### src/rtl/core/ssd_pkg.sv
// ----------------------------------------------------------------------------
// ssd_pkg
// Types, codes, store layout and the instruction decoder shared by the shell
// strain-displacement block.
// ----------------------------------------------------------------------------
package ssd_pkg;

	localparam int ADDR_W       = 6;
	localparam int STORE_DEPTH  = 1 << ADDR_W;
	localparam int NODE_LIMIT   = 4;
	localparam int DOF_PER_NODE = 5;
	localparam int FRAC         = 24;
	localparam int MAG_W        = 48;
	localparam int PRO_LEN      = 16;

	typedef logic [ADDR_W-1:0] addr_t;

	// Store layout: loaded operands first, then scratch for intermediates.
	localparam addr_t R_BASE     = 6'd0;
	localparam addr_t OP_BASE    = 6'd9;
	localparam addr_t V_BASE     = 6'd23;
	localparam addr_t D_BASE     = 6'd26;
	localparam addr_t DZ_BASE    = 6'd29;
	localparam addr_t W_BASE     = 6'd32;
	localparam addr_t NZ_ADDR    = 6'd38;
	localparam addr_t CONST_ONE  = 6'd62;
	localparam addr_t CONST_ZERO = 6'd63;

	typedef enum logic [1:0] {
		KIND_ROT,
		KIND_OPND,
		KIND_COMP
	} item_kind_t;

	typedef enum logic [1:0] {
		MK_FULL,
		MK_MEMB,
		MK_TRANS,
		MK_MASS
	} matrix_kind_t;

	typedef enum logic [1:0] {
		REG_MATRIX_KIND,
		REG_QUAD_MODE
	} cfg_reg_t;

	typedef enum logic [1:0] {
		S_IDLE,
		S_BAD,
		S_ISSUE,
		S_WAIT
	} seq_state_t;

	typedef enum logic [3:0] {
		M_IDLE,
		M_RD,
		M_OPS,
		M_P0,
		M_P1,
		M_P2,
		M_P3,
		M_MAG,
		M_ACC,
		M_SAT,
		M_NEG,
		M_DONE
	} mac_state_t;

	// One instruction: a sum of up to three rounded products, optionally
	// negated, written to scratch or emitted as a matrix entry.
	typedef struct packed {
		logic [1:0]  last_term;
		addr_t [2:0] a;
		addr_t [2:0] b;
		logic        neg;
		logic        emit;
		addr_t       dest;
	} instr_t;

	typedef struct packed {
		logic start;
		logic ack;
	} mac_ctl_t;

	typedef struct packed {
		logic idle;
		logic done;
	} mac_sts_t;

	function automatic instr_t ssd_decode(logic emit_ph, logic [3:0] pidx,
			matrix_kind_t mk, logic [2:0] r, logic [2:0] k);
		instr_t ins;
		int     j;
		int     grp;
		int     br;
		int     xs [2];
		int     ys [2];
		addr_t  src;
		ins = '0;
		j   = 0;
		grp = 0;
		br  = 0;
		xs  = '{0, 0};
		ys  = '{0, 0};
		src = OP_BASE;
		for (int t = 0; t < 3; t++) begin
			ins.a[t] = CONST_ZERO;
			ins.b[t] = CONST_ZERO;
		end
		if (!emit_ph) begin
			if (pidx < 4'd3) begin
				ins.last_term = 2'd1;
				ins.a[0] = OP_BASE + 6'd7;
				ins.b[0] = OP_BASE + 6'(pidx);
				ins.a[1] = OP_BASE + 6'd4 + 6'(pidx);
				ins.b[1] = OP_BASE + 6'd3;
				ins.dest = V_BASE + 6'(pidx);
			end else if (pidx == 4'(PRO_LEN - 1)) begin
				ins.a[0] = OP_BASE;
				ins.b[0] = OP_BASE + 6'd7;
				ins.dest = NZ_ADDR;
			end else begin
				if (pidx < 4'd6) begin
					grp = 0;
					j   = int'(pidx) - 3;
				end else if (pidx < 4'd9) begin
					grp = 1;
					j   = int'(pidx) - 6;
				end else if (pidx < 4'd12) begin
					grp = 2;
					j   = int'(pidx) - 9;
				end else begin
					grp = 3;
					j   = int'(pidx) - 12;
				end
				case (grp)
					0: src = OP_BASE;
					1: src = V_BASE;
					2: src = OP_BASE + 6'd11;
					default: src = OP_BASE + 6'd8;
				endcase
				for (int i = 0; i < 3; i++) begin
					ins.a[i] = R_BASE + 6'(3 * j + i);
					ins.b[i] = src + 6'(i);
				end
				case (grp)
					0: ins.dest = D_BASE + 6'(j);
					1: ins.dest = DZ_BASE + 6'(j);
					2: ins.dest = W_BASE + 6'(2 * j);
					default: ins.dest = W_BASE + 6'(2 * j + 1);
				endcase
				ins.neg       = (grp == 2);
				ins.last_term = 2'd2;
			end
		end else begin
			ins.emit = 1'b1;
			if (mk == MK_MASS) begin
				if (k < 3'd3) begin
					if (k == r) begin
						ins.a[0] = OP_BASE;
						ins.b[0] = CONST_ONE;
					end
				end else if (k == 3'd3) begin
					ins.a[0] = OP_BASE + 6'd11 + 6'(r);
					ins.b[0] = NZ_ADDR;
					ins.neg  = 1'b1;
				end else begin
					ins.a[0] = OP_BASE + 6'd8 + 6'(r);
					ins.b[0] = NZ_ADDR;
				end
			end else begin
				br = int'(r);
				if (mk == MK_MEMB) br = br + 2;
				if (mk == MK_TRANS) br = br + 3;
				// Each strain row pairs a lamina axis with a derivative axis.
				case (br)
					0: xs = '{0, 0};
					1: xs = '{1, 0};
					2: xs = '{0, 1};
					3: xs = '{2, 0};
					default: xs = '{1, 2};
				endcase
				case (br)
					0: ys = '{0, 0};
					1: ys = '{1, 0};
					2: ys = '{1, 0};
					3: ys = '{0, 2};
					default: ys = '{2, 1};
				endcase
				ins.last_term = (br >= 2) ? 2'd1 : 2'd0;
				for (int t = 0; t < 2; t++) begin
					if (k < 3'd3) begin
						ins.a[t] = R_BASE + 6'(3 * xs[t] + int'(k));
						ins.b[t] = D_BASE + 6'(ys[t]);
					end else begin
						ins.a[t] = W_BASE + 6'(2 * xs[t] + int'(k) - 3);
						ins.b[t] = DZ_BASE + 6'(ys[t]);
					end
				end
			end
		end
		return ins;
	endfunction

endpackage

### src/rtl/core/ssd_mac.sv
// ----------------------------------------------------------------------------
// ssd_mac
// Executes one instruction: reads each operand pair from the store, forms the
// rounded, saturated fixed-point product on a shared 24x24 multiplier in four
// partial products, sums the terms, saturates and optionally negates.
// ----------------------------------------------------------------------------
module ssd_mac #(
	parameter int VALUE_BITS = 32
) (
	input  logic                  clk,
	input  logic                  arst_n,
	input  ssd_pkg::mac_ctl_t     ctl,
	input  ssd_pkg::instr_t       instr,
	input  logic [VALUE_BITS-1:0] rdata_a,
	input  logic [VALUE_BITS-1:0] rdata_b,
	output ssd_pkg::addr_t        raddr_a,
	output ssd_pkg::addr_t        raddr_b,
	output ssd_pkg::mac_sts_t     sts,
	output logic [VALUE_BITS-1:0] result
);
	import ssd_pkg::*;

	localparam int VB    = VALUE_BITS;
	localparam int ACC_W = MAG_W + 4;
	localparam logic [ACC_W-1:0] LIM_W = ACC_W'(1) << (VB - 1);
	localparam logic [VB-1:0] LIM   = {1'b1, {(VB-1){1'b0}}};
	localparam logic [VB-1:0] PMAX  = {1'b0, {(VB-1){1'b1}}};
	localparam logic signed [VB+1:0] SUM_MAX = {3'b000, {(VB-1){1'b1}}};
	localparam logic signed [VB+1:0] SUM_MIN = {3'b111, {(VB-1){1'b0}}};

	mac_state_t state_q, state_d;
	logic [1:0] tq_q;

	logic [MAG_W-1:0]       ua_q;
	logic [MAG_W-1:0]       ub_q;
	logic                   neg_q;
	logic [MAG_W-1:0]       pp_q;
	logic [ACC_W-1:0]       acc_q;
	logic [VB-1:0]          mag_q;
	logic signed [VB+1:0]   sum_q;
	logic [VB-1:0]          res_q;

	logic [VB-1:0]    abs_a;
	logic [VB-1:0]    abs_b;
	logic [MAG_W-1:0] ma;
	logic [MAG_W-1:0] mb;
	logic             sa;
	logic             sb;
	logic [23:0]      mx;
	logic [23:0]      my;
	logic [MAG_W-1:0] pp_d;
	logic [ACC_W-1:0] mag_sum;
	logic signed [VB:0] prod;

	assign raddr_a = instr.a[tq_q];
	assign raddr_b = instr.b[tq_q];
	assign result  = res_q;

	// Operand magnitudes; the constant codes bypass the store.
	always_comb begin
		sa    = rdata_a[VB-1];
		sb    = rdata_b[VB-1];
		abs_a = sa ? (~rdata_a + 1'b1) : rdata_a;
		abs_b = sb ? (~rdata_b + 1'b1) : rdata_b;
		ma    = MAG_W'(abs_a);
		mb    = MAG_W'(abs_b);
		if (raddr_a == CONST_ZERO) begin
			sa = 1'b0;
			ma = '0;
		end else if (raddr_a == CONST_ONE) begin
			sa = 1'b0;
			ma = MAG_W'(1) << FRAC;
		end
		if (raddr_b == CONST_ZERO) begin
			sb = 1'b0;
			mb = '0;
		end else if (raddr_b == CONST_ONE) begin
			sb = 1'b0;
			mb = MAG_W'(1) << FRAC;
		end
	end

	always_comb begin
		case (state_q)
			M_P1: begin
				mx = ua_q[47:24];
				my = ub_q[23:0];
			end
			M_P2: begin
				mx = ua_q[23:0];
				my = ub_q[47:24];
			end
			M_P3: begin
				mx = ua_q[47:24];
				my = ub_q[47:24];
			end
			default: begin
				mx = ua_q[23:0];
				my = ub_q[23:0];
			end
		endcase
		pp_d    = mx * my;
		mag_sum = acc_q + (ACC_W'(pp_q) << FRAC);
		// A negative product may reach the full negative limit.
		if (neg_q) begin
			prod = -$signed({1'b0, mag_q});
		end else begin
			prod = $signed({1'b0, (mag_q == LIM) ? PMAX : mag_q});
		end
	end

	always_comb begin
		state_d   = state_q;
		sts.idle  = 1'b0;
		sts.done  = 1'b0;
		unique case (state_q)
			M_IDLE: begin
				sts.idle = 1'b1;
				if (ctl.start) state_d = M_RD;
			end
			M_RD:  state_d = M_OPS;
			M_OPS: state_d = M_P0;
			M_P0:  state_d = M_P1;
			M_P1:  state_d = M_P2;
			M_P2:  state_d = M_P3;
			M_P3:  state_d = M_MAG;
			M_MAG: state_d = M_ACC;
			M_ACC: state_d = (tq_q == instr.last_term) ? M_SAT : M_RD;
			M_SAT: state_d = M_NEG;
			M_NEG: state_d = M_DONE;
			M_DONE: begin
				sts.done = 1'b1;
				if (ctl.ack) state_d = M_IDLE;
			end
			default: state_d = M_IDLE;
		endcase
	end

	always_ff @(posedge clk or negedge arst_n) begin
		if (!arst_n) begin
			state_q <= M_IDLE;
			tq_q    <= '0;
		end else begin
			state_q <= state_d;
			if (state_q == M_IDLE) begin
				tq_q <= '0;
			end else if (state_q == M_ACC && tq_q != instr.last_term) begin
				tq_q <= tq_q + 2'd1;
			end
		end
	end

	always_ff @(posedge clk) begin
		case (state_q)
			M_IDLE: sum_q <= '0;
			M_OPS: begin
				ua_q  <= ma;
				ub_q  <= mb;
				neg_q <= sa ^ sb;
			end
			M_P0: pp_q <= pp_d;
			M_P1: begin
				pp_q  <= pp_d;
				acc_q <= ACC_W'(({1'b0, pp_q} + (49'd1 << (FRAC - 1))) >> FRAC);
			end
			M_P2: begin
				pp_q  <= pp_d;
				acc_q <= acc_q + ACC_W'(pp_q);
			end
			M_P3: begin
				pp_q  <= pp_d;
				acc_q <= acc_q + ACC_W'(pp_q);
			end
			M_MAG: begin
				if (pp_q >= (MAG_W'(1) << 24) || mag_sum > LIM_W) begin
					mag_q <= LIM;
				end else begin
					mag_q <= mag_sum[VB-1:0];
				end
			end
			M_ACC: sum_q <= sum_q + {prod[VB], prod};
			M_SAT: begin
				if (sum_q > SUM_MAX) begin
					res_q <= PMAX;
				end else if (sum_q < SUM_MIN) begin
					res_q <= LIM;
				end else begin
					res_q <= sum_q[VB-1:0];
				end
			end
			M_NEG: begin
				if (instr.neg) begin
					res_q <= (res_q == LIM) ? PMAX : (~res_q + 1'b1);
				end
			end
			default: ;
		endcase
	end

endmodule

### config.mk
export PLATFORM = sky130hd
export DESIGN_NAME = ssd_mac
export DESIGN_NICKNAME = d
export VERILOG_FILES = /design/src/rtl/core/ssd_pkg.sv /design/src/rtl/core/ssd_mac.sv
export SDC_FILE = /design/constraint.sdc
export NUM_CORES = 2
export LEC_CHECK = 0
export BUFFER_PORTS_ARGS = -buffer_cell sky130_fd_sc_hd__buf_2
export CELL_PAD_IN_SITES_DETAIL_PLACEMENT = 0
export CELL_PAD_IN_SITES_GLOBAL_PLACEMENT = 1
export CORE_MARGIN = 3
export CORE_UTILIZATION = 50
export DETAILED_ROUTE_END_ITERATION = 16
export PLACE_DENSITY = 0.87
export SLEW_MARGIN = 40
export SYNTH_ARGS = -nofsm -noshare
export SYNTH_HDL_FRONTEND = slang
export SYNTH_SLANG_ARGS = --single-unit
### constraint.sdc
create_clock -name clk -period 26.4 [get_ports clk]
set_input_delay 3.96 -clock clk [delete_from_list [all_inputs] [get_ports clk]]
set_output_delay 3.96 -clock clk [all_outputs]
set_load 0.02 [all_outputs]
==> metrics.cfg <==
[critical_path]
slowest_delay_ns=0.67
r2r_slack_ns=16.48
reg2reg_to=pp_q[43]
crit_family=adder cells
critPathCaptureType=flip-flop
critPathMaxFanout=28
start_kind=flip-flop
r2r_start=state_q[3]
crit_path_frequent_cell=fa_1
worstPathArrival_ns=10.25
required_ns=26.73
critPathSlowestCell=a221oi_1
worstSetupPathType=reg -> reg
path_buf_inv=8
rr_worst_depth=32

[layout]
final_area_um2=40400
nets=5196
filler_cell_count=6840
seq_area_um2=8050
antenna-diode-count=0
area_growth_pct=7.89
multi_input_area_um2=26700
layout-drive-gt1-share_pct=7.32

[synthesis]
synth_largest_area_cell=fa_1
yosysWarningCount=0
ys.flop_type=edfxtp_1
synth_nets=5121
async_reset_ff_share_pct=2.23
synth_seq_cells=269
synth_edf_count=263
ys_seq_area_share_pct=21.5
synth_top_area_share_pct=25.9
netlist_top_cells_area=fa_1 (26%), edfxtp_1 (21%), ha_1 (9.6%)
syn_area_per_cell_um2=8.85
synth_cell_type_count=75
syn-cell-area_um2=37500
synthCells=4235

[sta]
skew_ns=0.0294
slew_viol_final=0
fin_crit_sh_pct=37.6
max_freq_ghz=0.101
layout_min_cycle_time_ns=9.92
maxSlewHeadroom_pct=42.1
tightest_slew_ns=0.867
hold_viol=0
setup_tns_ns=0
setup_viol=0
rsz0062_at_grt=no

[drt]
top_layer_used=met4
drc=0
wl_met1_um=45600
routed-wl-met2_um=49800
drt-pass1-iter-count=6
drt_wl_total_um=110000
antenna_left=0
first_iter_violations=2400
routed-wl-met3_um=8630
via_count=30200
wl_per_cell_um=20.7
via_per_inst=5.71

[floorplanning]
rows=99
die_area_um2=78300
die_h_um=280
start_util_pct=51.0
die_w_um=280
core_area_um2=73600
ios=160

[cts]
ctsResizeCount=0
cts.sink_count=269
htree_levels=1
postCtsSetupBuffers=0
cts_max_path_buffers=3
cts-root-buf=clkbuf_16
numCtsBuffers=31
cts_tree=done
path_clk_slew_ns=0.06
hold_buffers=0
clk_latency_ns=0.61

[grt]
grt_first_pass_wirelength_um=171000
grt_use_total_pct=28.2
grt_pass1_vias=30000
grt_remaining_overflow=0
antenna_found_initial=0
grt_max_degree=66

[job]
drv_cap=0

[placed_design]
hpwl_um=85500
placed_area_um2=39400
gp_congestion=0.971
portBuffers=152

[status]
status=finished clean

[worst_hold_path]
hp-class=reg -> reg
min-delay-start=acc_q[0]
holdPathEnd=mag_q[0]
worstHoldPathCells=1

==> cells in the mapped netlist (8+ instances only) <==
master and count:
and2_0 8, a21oi_1 213, xor2_1 140, o211ai_1 12
nand4_1 29, edfxtp_1 263, a21o_1 69, and2_1 67
nand3_1 52, or4_1 24, a31oi_1 19, nor2_1 504
nor3b_1 10, nand2_1 561, nor2b_1 27, and3_1 20
a211oi_1 22, xnor2_1 113, nor3_1 61, nand2b_1 27
o21ai_0 152, o41ai_1 13, or2_2 14, fa_1 485
clkbuf_1 160, o21bai_1 20, o21a_1 17, ha_1 287
o31ai_1 35, inv_1 604, or3_1 22, nor4_1 27
mux2i_1 32
==> cells in the final DEF (no fill, tap or decap), types with 113 or more instances in the layout <==
cell type	netlist	final
nand2_1	561	559
xor2_1	140	140
o21ai_0	152	151
buf_2	1	152
ha_1	287	287
a21oi_1	213	212
fa_1	485	485
xnor2_1	113	113
inv_1	604	604
edfxtp_1	263	263
nor2_1	504	498
==> how the worst max path moves through the flow <==
stage / endpoint / slack, ns / from / cells past startpoint
finish: pp_q[43] / 16.48 / state_q[3] / 32
global route: pp_q[47] / 16.07 / state_q[3] / 32
CTS: pp_q[43] / 16.22 / state_q[3] / 32
detailed placement: pp_q[43] / 16.24 / state_q[3] / 32
global placement: pp_q[43] / 16.29 / state_q[3] / 32
floorplan: pp_q[43] / 14.93 / state_q[2] / 29
==> layout make-up <==
cell class | count | area share (%)
clock buffers | 36 | 1.96
inverters | 604 | 5.61
multi-input cells | 3190 | 65.9
flip-flops and latches | 269 | 19.9
clock inverters | 20 | 0.563
repair buffers | 214 | 3.07
well taps | 959 | 2.97
==> sequential cells by signal, indices dropped and copies added (netlist names) <==
signal	cells
neg_q	1
ub_q	32
sum_q	34
result	32
state_q	4
ua_q	32
acc_q	52
tq_q	2
mag_q	32
pp_q	48
==> cell families after synthesis <==
family / after synthesis / share of synthesized area, %
AND/OR/NAND/NOR: 1484 / 17.6
multiplexers: 34 / 0.914
AO/OA/AOI/OAI: 647 / 10.8
flip-flops: 269 / 21.5
XOR/XNOR: 253 / 5.91
adder cells (fa/ha/maj): 772 / 35.5
buffers and inverters: 776 / 7.85
==> layer usage <==
metal | GRT usage (%) | up-vias
met1 | 37.6 | 14800
met4 | 11.0 | 0
li1 | - | 14000
met2 | 45.9 | 1127
met5 | 0 | -
met3 | 4.98 | 258
==> through the flow <==
stage	util [%]	worst slack (ns)	hold slack, ns	std cells
after floorplan	-	14.93	0.554	4235
after global routing	55.0	16.07	0.629	5292
after detailed placement	53.5	16.24	0.594	5235
after CTS	54.9	16.22	0.603	5291
after global placement	53.5	16.29	0.588	5235
final	55.0	16.48	0.610	5292
Power is left out: the tool's default activity adds up to more than one toggle a clock period on the data nets, which glitch-free logic cannot reach.
